[src/dedd_pkg.sv]
// Shared types, constants and register map for the dead end detector.
// Used by every module of the block; it depends on nothing else.
`timescale 1ns / 1ps
`default_nettype none

package dedd_pkg;

  // Size of the point table, used as the default of the top-level parameter.
  localparam int MAX_ENTRIES_DEF = 128;

  // Depth of the queue between the front and the back.
  localparam int QUEUE_DEPTH = 2;

  // Field widths.
  localparam int PROX_W   = 12;
  localparam int POS_W    = 16;
  localparam int RADIUS_W = 16;
  localparam int COUNT_W  = 8;
  localparam int IN_DATA_W  = 88;
  localparam int OUT_DATA_W = 16;

  // Configuration port.
  localparam int PADDR_W = 4;
  localparam int PDATA_W = 32;

  typedef enum logic [1:0] {
    REG_FRONT_THR = 2'd0,
    REG_SIDE_THR  = 2'd1,
    REG_RADIUS    = 2'd2,
    REG_NONE      = 2'd3
  } reg_idx_e;

  localparam logic [PROX_W-1:0]   FRONT_THR_RST = 12'd80;
  localparam logic [PROX_W-1:0]   SIDE_THR_RST  = 12'd50;
  localparam logic [RADIUS_W-1:0] RADIUS_RST    = 16'd100;

  typedef struct packed {
    logic signed [POS_W-1:0] x;
    logic signed [POS_W-1:0] y;
    logic signed [POS_W-1:0] z;
  } point_t;

  // One classified word as it travels from the front to the back.
  typedef struct packed {
    logic   dead;
    point_t pos;
  } item_t;

  typedef struct packed {
    logic                trapped;
    logic                recorded;
    logic                duplicate;
    logic                table_full;
    logic [COUNT_W-1:0]  stored_count;
  } result_t;

  typedef enum logic [1:0] {
    BK_IDLE,
    BK_SCAN,
    BK_EMIT
  } back_state_e;

endpackage

`default_nettype wire

[src/dedd_front.sv]
// Front end: configuration registers, input handshake and dead end classification.
// Depends on dedd_pkg; pushes classified words into dedd_fifo.
`timescale 1ns / 1ps
`default_nettype none

module dedd_front (
  input  wire logic                              clk_i,
  input  wire logic                              rst_ni,
  // APB-style configuration port
  input  wire logic                              psel,
  input  wire logic                              penable,
  input  wire logic                              pwrite,
  input  wire logic [dedd_pkg::PADDR_W-1:0]      paddr,
  input  wire logic [dedd_pkg::PDATA_W-1:0]      pwdata,
  output logic      [dedd_pkg::PDATA_W-1:0]      prdata,
  output logic                                   pready,
  // Input stream
  input  wire logic                              s_axis_tvalid,
  output logic                                   s_axis_tready,
  // front_prox[11:0], left_prox[23:12], right_prox[35:24], pos_x[51:36],
  // pos_y[67:52], pos_z[83:68], zero pad[87:84]
  input  wire logic [dedd_pkg::IN_DATA_W-1:0]    s_axis_tdata,
  // Towards the queue
  input  wire logic                              q_full_i,
  output logic                                   q_push_o,
  output dedd_pkg::item_t                        q_item_o,
  // Radius for the back end
  output logic      [dedd_pkg::RADIUS_W-1:0]     radius_o
);

  logic [dedd_pkg::PROX_W-1:0]   front_thr_q, front_thr_d;
  logic [dedd_pkg::PROX_W-1:0]   side_thr_q,  side_thr_d;
  logic [dedd_pkg::RADIUS_W-1:0] radius_q,    radius_d;
  dedd_pkg::reg_idx_e            reg_idx;
  logic                          wr_en;

  logic [dedd_pkg::PROX_W-1:0] front_prox, left_prox, right_prox;

  assign pready  = 1'b1;
  assign reg_idx = dedd_pkg::reg_idx_e'(paddr[3:2]);
  assign wr_en   = psel && penable && pwrite && pready;

  always_comb begin
    front_thr_d = front_thr_q;
    side_thr_d  = side_thr_q;
    radius_d    = radius_q;
    prdata      = '0;
    case (reg_idx)
      dedd_pkg::REG_FRONT_THR: begin
        if (wr_en) front_thr_d = pwdata[dedd_pkg::PROX_W-1:0];
        prdata = {20'd0, front_thr_q};
      end
      dedd_pkg::REG_SIDE_THR: begin
        if (wr_en) side_thr_d = pwdata[dedd_pkg::PROX_W-1:0];
        prdata = {20'd0, side_thr_q};
      end
      dedd_pkg::REG_RADIUS: begin
        if (wr_en) radius_d = pwdata[dedd_pkg::RADIUS_W-1:0];
        prdata = {16'd0, radius_q};
      end
      default: begin
        prdata = '0;
      end
    endcase
  end

  always_ff @(posedge clk_i or negedge rst_ni) begin
    if (!rst_ni) begin
      front_thr_q <= dedd_pkg::FRONT_THR_RST;
      side_thr_q  <= dedd_pkg::SIDE_THR_RST;
      radius_q    <= dedd_pkg::RADIUS_RST;
    end else begin
      front_thr_q <= front_thr_d;
      side_thr_q  <= side_thr_d;
      radius_q    <= radius_d;
    end
  end

  assign radius_o = radius_q;

  // Unpack the word and classify it on the way into the queue.
  assign front_prox = s_axis_tdata[11:0];
  assign left_prox  = s_axis_tdata[23:12];
  assign right_prox = s_axis_tdata[35:24];

  assign s_axis_tready    = !q_full_i;
  assign q_push_o         = s_axis_tvalid && s_axis_tready;
  assign q_item_o.dead    = (front_prox > front_thr_q) && (left_prox > side_thr_q)
                            && (right_prox > side_thr_q);
  assign q_item_o.pos.x   = s_axis_tdata[51:36];
  assign q_item_o.pos.y   = s_axis_tdata[67:52];
  assign q_item_o.pos.z   = s_axis_tdata[83:68];

endmodule

`default_nettype wire

[config.mk]
export PLATFORM = sky130hd
export DESIGN_NAME = dedd_front
export DESIGN_NICKNAME = d
export VERILOG_FILES = /design/src/dedd_pkg.sv /design/src/dedd_front.sv
export SDC_FILE = /design/constraint.sdc
export NUM_CORES = 1
export LEC_CHECK = 0
export BUFFER_PORTS_ARGS = -buffer_cell sky130_fd_sc_hd__clkbuf_2
export CORE_MARGIN = 8
export CORE_UTILIZATION = 45
export CTS_BUF_LIST = sky130_fd_sc_hd__clkbuf_8
export DETAILED_ROUTE_END_ITERATION = 10
export PLACE_DENSITY_LB_ADDON = 0.15
export SETUP_SLACK_MARGIN = 0.5
export SLEW_MARGIN = 20
export SYNTH_ARGS = -nofsm -noshare
export SYNTH_HDL_FRONTEND = slang
export SYNTH_SLANG_ARGS = --single-unit
export TNS_END_PERCENT = 1
[constraint.sdc]
create_clock -name clk_i -period 2.7 [get_ports clk_i]
set_input_delay 0.135 -clock clk_i [delete_from_list [all_inputs] [get_ports clk_i]]
set_output_delay 0.135 -clock clk_i [all_outputs]
set_load 0.03 [all_outputs]
; Word-level counts from Yosys, hierarchy flattened
; Cells that the tools add are included.
[classes]
order_cmp = 3
reduce_logical = 10
n_eq_ne = 2
n_mux = 1
[op_table]
columns = op, n
row1 = one-hot mux 16 bit (3 select lines), 1
row2 = greater-than comparator 12 bit, 3
row3 = AND reduction 2 bit, 3
row4 = logical AND 1 bit, 5
row5 = equality test 2 x 1 -> 1 bit (second input constant), 1
row6 = equality test 2 bit (second input constant), 1
row7 = zero test 2 bit, 1
row8 = zero test 1 bit, 1
[word_totals]
out_inout_bits = 100
elab_cells = 19
inputBits = 131
register_bits = 40

; Logic depth before layout (Yosys ltp)
[depth]
word_depth = 3
mapped_depth = 7
mapped_depth_nobuf = 7

; Worst setup path before layout
; Ideal clock, no wire load.
[synth_timing]
path_kind = flip-flop to output port
start = reg side_thr_q[1] in the netlist's numbering
end = out q_item_o[48] in the netlist's numbering
required_time_ps = 2565
arrival_ps = 2300
slack_ps = 265
n_path_buf = 0
path_stages_with_launch = 8
path_cell_list = dfstp_2 inv_1 ha_1 nor2b_1 o211ai_1 a211oi_1 a2111oi_0 nor4_1
[synth_lines]
columns = element, line
row1 = "start, declared", dedd_front.sv:32  ; logic [dedd_pkg::PROX_W-1:0] side_thr_q, side_thr_d;
row2 = "start signal, assigned", dedd_front.sv:70  ; side_thr_q <= dedd_pkg::SIDE_THR_RST;
row3 = "start signal, assigned", dedd_front.sv:74  ; side_thr_q <= side_thr_d;
row4 = "end, declared", dedd_front.sv:26  ; output dedd_pkg::item_t q_item_o,

==> results.json <==
{
  "cts.clk_slew.worst_paths_ns": 0.08,
  "area_growth_pct": 12.0,
  "drv_slew": 0,
  "postSynthAreaPerCell_sq_um": 9.63,
  "p_seq_share_pct": 37.5,
  "p_int_uw": 1380,
  "pre_cts_ws_ns": 0.439,
  "ir_drop_v": 0.000422,
  "synth_edf_count": 0,
  "first_global_vias": 2622,
  "antenna_found_initial": 0,
  "num_antenna_cells": 0,
  "r2r_cells": 2,
  "fmax_mhz": 430,
  "switching_share_pct": 40.2,
  "cts_tree": "built",
  "grt_util_all_layers_pct": 15.8,
  "violations": "negative hold slack",
  "wl_per_cell_um": 16.8,
  "synthDistinctLibCells": 31,
  "finalClockSkew_ns": 0,
  "rr_startpoint": "side_thr_q[1]",
  "fp.dieH_um": 99.4,
  "start_kind": "register",
  "dpl.cell_count": 447,
  "num-fill-cells": 671,
  "critPathTopFamily": "flip-flops",
  "cts_root_buf": "clkbuf_8",
  "syn_area_sq_mm": 0.00313,
  "cap_viol_max_count": 0,
  "rrSetupSlack_ns": 1.83,
  "run_status": "finished with violations",
  "nets": 546,
  "clock-sinks": 40,
  "core-area_sq_mm": 0.00676,
  "hold_violations": 28,
  "combinationalPowerShare_pct": 44.5,
  "vias": 2319,
  "hold_class": "in -> async",
  "clkLatencyLatePin_ns": 0.29,
  "cts_buffer_depth": 2,
  "setup_tns_ns": 0,
  "worstPathCellList": "inv_2, ha_1, nor2b_1, o211ai_1, a211oi_2, a2111oi_2, nor4_2, buf_4",
  "cts.htree.levels": 2,
  "leakage_uw": 0.00180,
  "hold_buffers": 0,
  "slew_headroom_pct": 38.6,
  "cp_max_fo": 2,
  "crit_path_end_kind": "primary output",
  "first_iter_violations": 49,
  "power_switching_uw": 925,
  "pin_count": 231,
  "port_buffers": 95,
  "clkPwrFrac_pct": 17.9,
  "worstSetupPathType": "reg -> out",
  "slowest_delay_ns": 0.56,
  "initial_utilization_pct": 46.3,
  "rsz0062_at_grt": "true",
  "required_ns": 2.57,
  "synth_cells": 325,
  "wl_mm": 7.73,
  "cp_data_arrival_time_ns": 2.19,
  "fp.dieW_um": 99.4,
  "drive_gt1_share_pct": 44.7,
  "power_density_mw_per_mm2": 656,
  "period_share_pct": 86.1,
  "ys_seq_elements": 40,
  "final_cells": 460,
  "hpwlAfterDp_mm": 6.17,
  "antenna_left": 0,
  "drtPass1Iterations": 4,
  "drc": 0,
  "synthFlopType": "dfrtp_1",
  "cp.buffers_inverters": 2,
  "place.gp.congestion": 0.802,
  "tightest_slew_ns": 0.922,
  "setup_ws_ns": 0.376,
  "grt_pass1_wl_mm": 12.8,
  "synth_seq_area_share_pct": 32.3,
  "grt_max_degree": 41,
  "setup-violations-final": 0,
  "dieArea_sq_mm": 0.00988,
  "r2r-end": "side_thr_q[1]",
  "overflow": 0,
  "via_per_inst": 5.04,
  "holdWs_ns": -0.0265,
  "async_flop_share_pct": 100,
  "cpMaxStageDelayCell": "dfstp_2",
  "row_count": 30,
  "cts_buffers": 5,
  "ys_warn_count": 0,
  "post-route-min-period_ns": 2.32
}
state kept, by name (all words and copies together), names as in the netlist:
| signal | count |
|---|---|
| side_thr_q | 12 |
| radius_o | 16 |
| front_thr_q | 12 |
how the worst max path moves through the flow:
stage	startpoint	cells past startpoint	slack [ns]	end
after CTS	side_thr_q[1]	8	0.34	q_item_o[48]
final	side_thr_q[1]	8	0.38	q_item_o[48]
after global routing	side_thr_q[1]	8	0.21	q_item_o[48]
after floorplan	side_thr_q[1]	7	0.58	q_item_o[48]
after global placement	side_thr_q[1]	8	0.49	q_item_o[48]
after detailed placement	side_thr_q[1]	8	0.44	q_item_o[48]
cell families (layout without fill, tap and decap cells):
family	count (synthesis)	after routing	synth area share (%)
AOI/OAI and AO/OA	49	49	9.19
muxes	41	41	14.3
buffers and inverters	100	140	20.2
and+or+nand+nor	57	57	9.39
adders and majority gates	36	36	14.4
DFF	40	40	32.3
other	2	17	0.240
synthesized netlist by cell type (all sizes together), types with 5 or more instances:
library cell	number	area (sq um)
mux2	29	327
mux2i	12	120
ha	36	450
o21ai	23	115
nor2b	5	31.3
inv	27	101
nand4	8	50.1
dfstp	8	210
dfrtp	32	801
nand2	26	97.6
a21o	6	45.0
buf	71	524
a21oi	10	50.1
area by class of cell:
class | count | area (sq um) | area share [%]
clock inverters | 2 | 11.3 | 0.321
flip-flops and latches | 40 | 1010 | 28.8
multi-input cells | 200 | 1650 | 47.0
repair buffers | 105 | 553 | 15.8
inverters | 27 | 101 | 2.89
clock buffers | 6 | 82.6 | 2.36
well taps | 80 | 100 | 2.86
stage by stage:
stage	hold slack, ns	area, sq um	util, %	power (uW)
finish	-0.0265	3510	51.9	2300
detailed placement	0.270	3270	48.5	1830
global route	0.0345	3510	51.9	2480
CTS	0.0440	3510	51.9	2320
global placement	0.270	3270	48.5	1800
floorplan	-0.161	3190	-	1670
worst register-to-register path, stage by stage, from the launching register on:
cell	delay [ns]
dfstp_2	0.56
buf_4	0.12
mux2_2	0.14
per-layer routing:
layer | part of all wire (%) | up-vias | track usage [%]
met4 | 1.2 | 0 | 4.54
met3 | 8.9 | 20 | 6.08
met5 | 0 | - | 0
li1 | - | 1140 | -
met1 | 45 | 1071 | 19.1
met2 | 44 | 88 | 25.4
power groups by stage:
stage	Clock, uW	Sequential (uW)	Combinational (uW)
after floorplan	0	960	715
after global placement	0	863	940
after detailed placement	0	873	954
after CTS	429	863	1030
after global routing	454	883	1150
final	413	863	1020
cells in the final DEF, fill, tap and decap left out, types with 5 or more instances in the layout:
master,instances
nor2b_1,5
clkbuf_2,93
dfstp_2,8
inv_2,8
inv_1,20
a21oi_1,10
buf_4,11
dfrtp_1,32
a21o_1,6
conb_1,17
mux2i_1,12
mux2_2,29
ha_4,6
nand2_1,26
o21ai_0,23
nand4_1,8
clkbuf_8,6
ha_1,30
repair_timing:
item | CTS | global route
gates resized for setup | 21 | 1
setup buffers | 5 | 0
endpoints found under the hold margin | 0 | 0
pin swaps | 15 | 0
setup endpoints to repair | 1 | 1
Note: power is estimated with default switching activity, not from simulation.
