### src/dedd_pkg.sv
// Shared types, constants and register map for the dead end detector.
// Used by every module of the block; it depends on nothing else.
`timescale 1ns / 1ps
`default_nettype none

package dedd_pkg;

  // Size of the point table, used as the default of the top-level parameter.
  localparam int MAX_ENTRIES_DEF = 128;

  // Depth of the queue between the front and the back.
  localparam int QUEUE_DEPTH = 2;

  // Field widths.
  localparam int PROX_W   = 12;
  localparam int POS_W    = 16;
  localparam int RADIUS_W = 16;
  localparam int COUNT_W  = 8;
  localparam int IN_DATA_W  = 88;
  localparam int OUT_DATA_W = 16;

  // Configuration port.
  localparam int PADDR_W = 4;
  localparam int PDATA_W = 32;

  typedef enum logic [1:0] {
    REG_FRONT_THR = 2'd0,
    REG_SIDE_THR  = 2'd1,
    REG_RADIUS    = 2'd2,
    REG_NONE      = 2'd3
  } reg_idx_e;

  localparam logic [PROX_W-1:0]   FRONT_THR_RST = 12'd80;
  localparam logic [PROX_W-1:0]   SIDE_THR_RST  = 12'd50;
  localparam logic [RADIUS_W-1:0] RADIUS_RST    = 16'd100;

  typedef struct packed {
    logic signed [POS_W-1:0] x;
    logic signed [POS_W-1:0] y;
    logic signed [POS_W-1:0] z;
  } point_t;

  // One classified word as it travels from the front to the back.
  typedef struct packed {
    logic   dead;
    point_t pos;
  } item_t;

  typedef struct packed {
    logic                trapped;
    logic                recorded;
    logic                duplicate;
    logic                table_full;
    logic [COUNT_W-1:0]  stored_count;
  } result_t;

  typedef enum logic [1:0] {
    BK_IDLE,
    BK_SCAN,
    BK_EMIT
  } back_state_e;

endpackage

`default_nettype wire

### src/dedd_fifo.sv
// Short queue of classified words between the front and the back end.
// Depends on dedd_pkg for the word type.
`timescale 1ns / 1ps
`default_nettype none

module dedd_fifo #(
  parameter int DEPTH = dedd_pkg::QUEUE_DEPTH
) (
  input  wire logic            clk_i,
  input  wire logic            rst_ni,
  input  wire logic            push_i,
  input  wire dedd_pkg::item_t push_item_i,
  output logic                 full_o,
  input  wire logic            pop_i,
  output dedd_pkg::item_t      pop_item_o,
  output logic                 empty_o
);

  localparam int PTR_W = (DEPTH > 1) ? $clog2(DEPTH) : 1;
  localparam int CNT_W = $clog2(DEPTH + 1);

  dedd_pkg::item_t slot_q [DEPTH];
  logic [PTR_W-1:0] wr_ptr_q, wr_ptr_d;
  logic [PTR_W-1:0] rd_ptr_q, rd_ptr_d;
  logic [CNT_W-1:0] fill_q,   fill_d;
  logic             do_push, do_pop;

  assign full_o     = (fill_q == CNT_W'(DEPTH));
  assign empty_o    = (fill_q == '0);
  assign do_push    = push_i && !full_o;
  assign do_pop     = pop_i && !empty_o;
  assign pop_item_o = slot_q[rd_ptr_q];

  always_comb begin
    wr_ptr_d = wr_ptr_q;
    rd_ptr_d = rd_ptr_q;
    fill_d   = fill_q;
    if (do_push) begin
      wr_ptr_d = (wr_ptr_q == PTR_W'(DEPTH - 1)) ? '0 : wr_ptr_q + 1'b1;
    end
    if (do_pop) begin
      rd_ptr_d = (rd_ptr_q == PTR_W'(DEPTH - 1)) ? '0 : rd_ptr_q + 1'b1;
    end
    if (do_push && !do_pop) begin
      fill_d = fill_q + 1'b1;
    end else if (do_pop && !do_push) begin
      fill_d = fill_q - 1'b1;
    end
  end

  always_ff @(posedge clk_i or negedge rst_ni) begin
    if (!rst_ni) begin
      wr_ptr_q <= '0;
      rd_ptr_q <= '0;
      fill_q   <= '0;
    end else begin
      wr_ptr_q <= wr_ptr_d;
      rd_ptr_q <= rd_ptr_d;
      fill_q   <= fill_d;
    end
  end

  always_ff @(posedge clk_i) begin
    if (do_push) begin
      slot_q[wr_ptr_q] <= push_item_i;
    end
  end

endmodule

`default_nettype wire

### config.mk
export PLATFORM = sky130hd
export DESIGN_NAME = dedd_fifo
export DESIGN_NICKNAME = d
export VERILOG_FILES = /design/src/dedd_pkg.sv /design/src/dedd_fifo.sv
export SDC_FILE = /design/constraint.sdc
export NUM_CORES = 1
export LEC_CHECK = 0
export BUFFER_PORTS_ARGS = -buffer_cell sky130_fd_sc_hd__buf_4
export CAP_MARGIN = 20
export CORE_MARGIN = 2
export CORE_UTILIZATION = 45
export CTS_BUF_LIST = sky130_fd_sc_hd__clkbuf_4 sky130_fd_sc_hd__clkbuf_8
export DETAILED_ROUTE_END_ITERATION = 8
export PLACE_DENSITY = 0.7
export SYNTH_ARGS = -nofsm -noshare
export SYNTH_HDL_FRONTEND = slang
export SYNTH_SLANG_ARGS = --single-unit
export TNS_END_PERCENT = 30
### constraint.sdc
create_clock -name clk_i -period 4.2 [get_ports clk_i]
set_input_delay 0.21 -clock clk_i [delete_from_list [all_inputs] [get_ports clk_i]]
set_output_delay 0.21 -clock clk_i [all_outputs]
set_load 0.01 [all_outputs]
# After elaboration in Yosys (flattened, before gate mapping)
# Memories as Yosys holds them, arrays and structs flattened.
# Cells that the tools add are included.
# totals
ff_bits	4
ram_bits	98
output_inout_bits	51
n_memories	1
# classes
add_sub_neg	4
eq_ne	1
n_mux	6
reduce_logical	10
# mem_list
name	words	width	read_ports	rd_ports_with_merged_regs	wr	line	rtl
slot_q	2	49	1	0	1	dedd_fifo.sv:22	dedd_pkg::item_t slot_q [DEPTH];
# ops
op	n
logical AND 1 bit	4
zero test 1 bit	4
2-to-1 mux 1 bit	4
2-to-1 mux 2 bit	2
adder 1 bit (second input constant)	2
adder 2 x 1 -> 2 bit (second input constant)	1
equality test 2 bit (second input constant)	1
zero test 2 bit	1
nonzero test 2 bit	1
subtractor 2 x 1 -> 2 bit (second input constant)	1

# Depth between registers and ports, before layout
# Gate-level depths: netlist of the first run.
# logic_depth
word_depth	7
ltp_mapped	7
depth_no_buf	7

# Worst setup path after synthesis of the first run
# No wires, ideal clock.
# synth_timing
kind	register to register
from	register fill_q[0]
to	memory slot_q[0][0] (netlist bit) (enable)
arrival_time_ps	2706
required_time_ps	3744
setup_slack_ps	1039
stages_incl_launch_ff	4
n_path_buf	0
synth_period_minus_slack_ps	3161
path_cell_list	dfrtp_1 nand2b_1 nand2_1 nor2_1
# synth_via
elab_chain_len	5
# synth_lines
element	line	rtl
start, declared	dedd_fifo.sv:25	logic [CNT_W-1:0] fill_q, fill_d;
start signal, assigned	dedd_fifo.sv:59	fill_q <= fill_d;
equality test 2 bit	dedd_fifo.sv:28	assign full_o = (fill_q == CNT_W'(DEPTH));
zero test 1 bit	dedd_fifo.sv:30	assign do_push = push_i && !full_o;
logical AND 1 bit	dedd_fifo.sv:30	
2-to-1 mux 1 bit	dedd_fifo.sv:64	if (do_push) begin
2-to-1 mux 1 bit (not written as such)	dedd_fifo.sv:65	slot_q[wr_ptr_q] <= push_item_i;
end, declared	dedd_fifo.sv:22	
# Every way passes these cells.

# Worst setup path after layout of the first run
# layout_timing
from	register fill_q[0]
to	memory slot_q[0][1] (netlist bit) (enable)
# The elaborated chain is that of the path after synthesis.

==> impl_results.md, run 1 <==
- Outcome: completed
- RSZ-0062 raised after global routing: false
- Initial antenna violation count: 0
- Fin area: 0.00504 mm2
- Drt pass-1 iters: 4
- R2r worst-path depth: 4
- R2R Path Start: fill_q[0]
- Worst-path cell chain: nand2b_1, nand2_1, nor2_4, buf_4
- Post-CTS Hold Buffers: 1
- Synth Cell Area: 0.00399 mm2
- Syn Inst Count: 172
- WP data required: 4.23 ns
- Remaining antenna violation count: 0
- Post-layout minimum cycle time: between 2 and 2.5 ns
- Leakage: ~2 nW
- CP Data Arrival Time: 2.25 ns
- Minimum hold slack: 0.0466 ns
- Syn. warnings: 0
- GRT Overall Usage: 0.128
- Iter 0 DRT Violations: 71
- Gr ovfl total: 0
- H-tree levels: 3
- Core Box Area: 0.00864 mm2
- Port Buffer Count: 103
- Power Dens Cells: 673 mW/mm2
- Count of different cell masters after synthesis: 14
- Setup violators final: 0
- CP Launch Type: flop
- CTS Buffer Depth: 2
- Slowest stage cell, crit path: nor2_4
- Die Span X: 98.1 um
- Root buf cell: clkbuf_8
- Placer congestion estimate: roughly 0.73
- DRT Wirelength: 6.14 mm
- Post-cts sizing count: 0
- CP Class: reg -> reg
- DRC violations left: 0
- FP Rows: 34
- TritonCTS Buffers: 9
- Clock sink total: 102
- Mean Syn Cell Area: 23.2 um2
- FF-to-FF setup slack: 1.98 ns
- Post-CTS setup buffers: 0
- Power Total: 3.40 mW
- Syn nets: 226
- Worst slack, placed: about 1.9 ns
- Maximum vdd drop: 0.000548 V
- Slew HR: 0.347
- Vias in the first global route: slightly below 2000
- Max-cap violations: 0
- Final Hold Fails: 0
- Buf/Inv on CP: 1
- Nets: 337
- First-pass GRT wire length: 9.36 mm
- Die H: 98.1 um
- Final Skew: approximately 0.0031 ns
- CP Launch Point: fill_q[0]
- Initial Util: 0.462
- #FFs+latches synth: 102
- Clk pin slew, worst setup/hold paths: 0.09 ns
- Vias after detailed routing: 1841
- Setup TNS: 0 ns
- Worst r2r dst: slot_q[0][1]
- Final Cycle Share: 0.529
- CTS tree: done
- Area growth from synthesis to layout: 26.6%
- Sequential element share of the synthesized area: 0.763
- Clk_lat worst skew: 0.34 ns
- Largest net degree at the start of global routing: 51
- Post-DP Area: 0.00481 mm2
- # diodes: 0
- Hold Path Class: in -> reg
- CP delay by family, top: simple AND/OR/NAND/NOR gates
- CP peak stage delay: just under 0.8 ns
- End of the critical path: slot_q[0][1]
- Final worst slack: 1.98 ns
- WP depth: 4
- Final slew viol count: 0
- CP Capture Type: flop
- Fmax: 450 MHz
- Via density: 4.67
- Die ar.: 0.00963 mm2
- Hold wc startpoint: push_item_i[46]
- Layout cells sized above 1: 0.598
- Worst slew pin tran: 0.977 ns
- CP Max Fanout: 33
- Num ports: 104
- Avg WL per Cell: 15.6 um
-- metrics by stage --
step                      utilization  cells
after floorplan                     -    172
after global placement          0.557    379
after detailed placement        0.557    379
after CTS                       0.584    394
after global routing            0.584    394
final                           0.584    394
-- cells by family after synthesis --
group / Yosys count / share of synthesized area
AO/OA/AOI/OAI: 1 / 0.00125
XOR/XNOR: 5 / 0.0110
adder cells (fa/ha/maj): 1 / 0.00314
buffers and inverters: 8 / 0.0298
flip-flops: 102 / 0.763
multiplexers: 49 / 0.185
AND/OR/NAND/NOR: 6 / 0.00691
-- cells in the mapped netlist (all sizes together) --
cell type / instances / area, um2
and3: 1 / 6.26
ha: 1 / 12.5
buf: 6 / 111
nor2: 3 / 11.3
inv: 2 / 7.51
nand2b: 1 / 6.26
dfrtp: 4 / 100
xnor2: 3 / 26.3
mux2: 49 / 736
xor2: 2 / 17.5
nand2: 1 / 3.75
edfxtp: 98 / 2940
o21ai: 1 / 5.00
-- layout by cell type (no fill, tap or decap), types with 2 or more instances in the layout --
master     count
inv_1          2
clkinv_2       2
buf_4        105
nor2_1         2
xnor2_1        3
xor2_1         2
edfxtp_1      98
mux2_4        49
bufinv_16      3
clkbuf_8       9
dfrtp_1        3
-- how the worst min path moves through the flow --
stage,endpoint,cells past startpoint
4_1_cts,slot_q[0][46],1
5_1_grt,slot_q[1][10],1
6_report,slot_q[1][46],1
3_3_place_gp,wr_ptr_q,1
3_5_place_dp,wr_ptr_q,1
2_1_floorplan,fill_q[0],0
-- report_power, final --
group	total [mW]	switching, mW	internal [mW]
logic	1.13	0.431	0.696
clock network	0.681	0.293	0.387
registers	1.59	0.196	1.39
total	3.40	0.920	2.48
-- registers in the layout (all words and copies together) (netlist names) --
signal    count
fill_q        2
slot_q       98
rd_ptr_q      1
wr_ptr_q      1
-- worst register-to-register path, cell delays in order, from the launching register on --
cell	delay, ns
dfrtp_1	0.43
nand2b_1	0.17
nand2_1	0.14
nor2_4	0.77
buf_4	0.40
-- layout make-up --
type / instances / area, um2
inverter: 2 / 7.51
sequential: 102 / 3050
clock buffer: 9 / 124
timing repair buffer: 106 / 798
fill: 665 / 3590
multi-input combinational: 62 / 833
tap: 108 / 135
clock inverter: 5 / 100
-- metal layers --
layer / vias up / global-route usage / routed length (um)
met3: 8 / 0.0394 / 456
met2: 63 / 0.221 / 3170
li1: 884 / - / -
met5: - / 0 / 0
met4: 0 / 0.0513 / 78
met1: 886 / 0.148 / 2430
Note: power is estimated with default switching activity, not from simulation.
==> run 2, diff against run 1 <==
==> constraint.sdc (replaced) <==
create_clock -name clk_i -period 2.18 [get_ports clk_i]
set_input_delay 0.109 -clock clk_i [delete_from_list [all_inputs] [get_ports clk_i]]
set_output_delay 0.109 -clock clk_i [all_outputs]
set_load 0.01 [all_outputs]
==> run 2 against run 1 <==
Net effect: die area is the same; flip-flop and latch count is the same; largest cell class unchanged; routed wire length grew 16%; critical path type is now reg -> out; power grew 92%; via count grew 12%; sequential share of layout area shrank 5.6 points; count of clock-buffer cells in the layout is the same; critical path depth shrank 1; largest power group unchanged; sequential power grew 87%; cell count grew 14%; hold slack gained 0.050 ns; non-clock buffer count grew 52.
==> impl_results.md, run 2 (synthesis results as in run 1) <==
- Outcome: completed
- Die Span X: 98.1 um (unchanged)
- Placer congestion estimate: 0.672 (-8.1%)
- # diodes: 0 (unchanged)
- Core Box Area: 0.00864 mm2 (unchanged)
- Clock sink total: 102 (unchanged)
- Buf/Inv on CP: 2 (+1)
- Final Skew: 0.00819 ns (+0.00505 ns)
- Leading cell types in the layout, fill and taps excluded: 104 x buf_4, 98 x edfxtp_1, 50 x dlygate4sd3_1
- Post-layout minimum cycle time: 1.96 ns
- CTS Buffer Depth: 2 (unchanged)
- Worst slew pin tran: 0.578 ns (-0.399 ns)
- Final slew viol count: 0 (unchanged)
- CTS tree: done
- Final Cycle Share: 0.898
- Clock power share: 0.165 (-0.035)
- NetSw: 1.91 mW (+110%)
- Switching Fraction: 0.294 (+0.0227)
- TritonCTS Buffers: 9 (unchanged)
- FF-to-FF setup slack: 0.54 ns (-1.44 ns)
- Fmax: 511 MHz
- CP Data Arrival Time: 1.85 ns (-0.40 ns)
- Initial antenna violation count: 0 (unchanged)
- Via density: 4.60 (-1.4%)
- Setup TNS: 0 ns (unchanged)
- Power share of the combinational group: 0.379 (+0.047)
- Die ar.: 0.00963 mm2 (unchanged)
- Root buf cell: clkbuf_8
- Power Dens Cells: 1170 mW/mm2 (+74%)
- Clk_lat worst skew: 0.35 ns (about the same)
- Largest net degree at the start of global routing: 38 (-25%)
- Post-cts sizing count: 0 (unchanged)
- Slowest stage cell, crit path: dfrtp_4
- Num ports: 104 (unchanged)
- Leakage: 2.25 nW (+10%)
- Setup violators final: 0 (unchanged)
- R2r worst-path depth: 3 (-1)
- Area growth from synthesis to layout: 39.5%
- CP Class: reg -> out
- Biggest register: slot_q
- Number of fill cells: 605 (-9.0%)
- CP delay by family, top: flip-flops
- H-tree levels: 3 (unchanged)
- First-pass GRT wire length: 10.8 mm (+15%)
- Largest registers: slot_q x98, fill_q x2
- Avg WL per Cell: 15.9 um (+2.1%)
- Clk pin slew, worst setup/hold paths: 0.10 ns (about the same)
- Maximum vdd drop: 0.000685 V (+25%)
- DRC violations left: 0 (unchanged)
- Worst r2r dst: slot_q[1][15]
- RSZ-0062 raised after global routing: false
- Drt pass-1 iters: 4 (unchanged)
- WP data required: 2.07 ns (-2.16 ns)
- Flop pwr share: 0.456 (-0.012)
- Largest register FFs: 98 (unchanged)
- Remaining antenna violation count: 0 (unchanged)
- CP Capture Type: primary output
- CP peak stage delay: 0.82 ns (+0.05 ns)
- Die H: 98.1 um (unchanged)
- Max-cap violations: 0 (unchanged)
- Slew HR: 0.615 (+0.268)
- Port Buffer Count: 103 (unchanged)
- Nets: 389 (+15%)
- CP Launch Type: flop
- Layout cells sized above 1: 0.518 (-0.0803)
- CP Max Fanout: 29 (-12%)
- Most common cell after layout, fill and taps aside: buf_4
- Hold Path Class: in -> async
- GRT Overall Usage: 0.148 (+0.0209)
- Seq. cell area: 0.00305 mm2 (unchanged)
- Gr ovfl total: 0 (unchanged)
- Iter 0 DRT Violations: 105 (+48%)
- Internal power: 4.60 mW (+86%)
- DRT Wirelength: 7.13 mm (+16%)
- Minimum hold slack: 0.0967 ns (+0.0500 ns)
- Worst-path cell chain: buf_12, mux2_4, buf_4
- FP Rows: 34 (unchanged)
- Initial Util: 0.462 (unchanged)
- Area of the multi-input gates: 833 um2 (unchanged)
- Final Hold Fails: 0 (unchanged)
- R2R Path Start: fill_q[0]
- Vias in the first global route: 2151 (+10%)
- Vias after detailed routing: 2063 (+12%)
- DP HPWL: ~4.4 mm
==> run 2: cell count changes in the layout (fill, tap and decap cells not counted), sizes merged <==
cell	before	now
clkinvlp	0	1
dlygate4sd3	1	50
buf	105	108
clkinv	2	3
inv	2	5
bufinv	3	0
==> run 2: repair_timing <==
| item | 4_1_cts | 5_1_grt |
|---|---|---|
| hold buffers | 50 | 0 |
| hold endpoints to repair | 102 | 0 |
| buffers inserted | 0 | 0 |
==> run 2: worst max path at each step <==
stage	from	to	slack, ns	cells after the start
floorplan	fill_q[0]	slot_q[1][0]	-0.006	2
CTS	rd_ptr_q	pop_item_o[31]	0.17	3
global placement	rd_ptr_q	pop_item_o[44]	0.57	3
detailed placement	fill_q[0]	slot_q[1][24]	0.54	3
finish	rd_ptr_q	pop_item_o[31]	0.22	3
global route	rd_ptr_q	pop_item_o[38]	0.12	3
==> run 2: final cells by class <==
cell class	instances	area share
flip-flops and latches	102	0.548
repair buffers	158	0.245
multi-input cells	62	0.150
well taps	108	0.0243
clock buffers	9	0.0223
clock inverters	7	0.00990
inverters	2	0.00135
==> run 2: stage by stage <==
stage                      util  total power [mW]  setup slack (ns)  cells  area (um2)
final                     0.644              6.51             0.222    448        5560
after detailed placement  0.565              5.45             0.538    382        4880
after CTS                 0.644              6.59             0.171    448        5560
after global placement    0.565              5.40             0.573    382        4880
after floorplan               -              4.56          -0.00585    172        3990
after global routing      0.644              6.85             0.119    448        5560
==> run 2: power groups by stage <==
stage	Sequential [mW]	Clock [mW]	Combinational (mW)
6_report	2.97	1.07	2.47
5_1_grt	3.02	1.20	2.63
4_1_cts	2.98	1.11	2.51
3_5_place_dp	3.02	0	2.43
3_3_place_gp	2.99	0	2.41
2_1_floorplan	2.84	0	1.72
==> run 2: per-layer routing <==
layer | wire (um) | global-route usage | vias up
met2 | 3650 | 0.244 | 67
met4 | 138 | 0.0769 | 0
met5 | 0 | 0 | -
li1 | - | - | 993
met3 | 310 | 0.0265 | 12
met1 | 3030 | 0.189 | 991
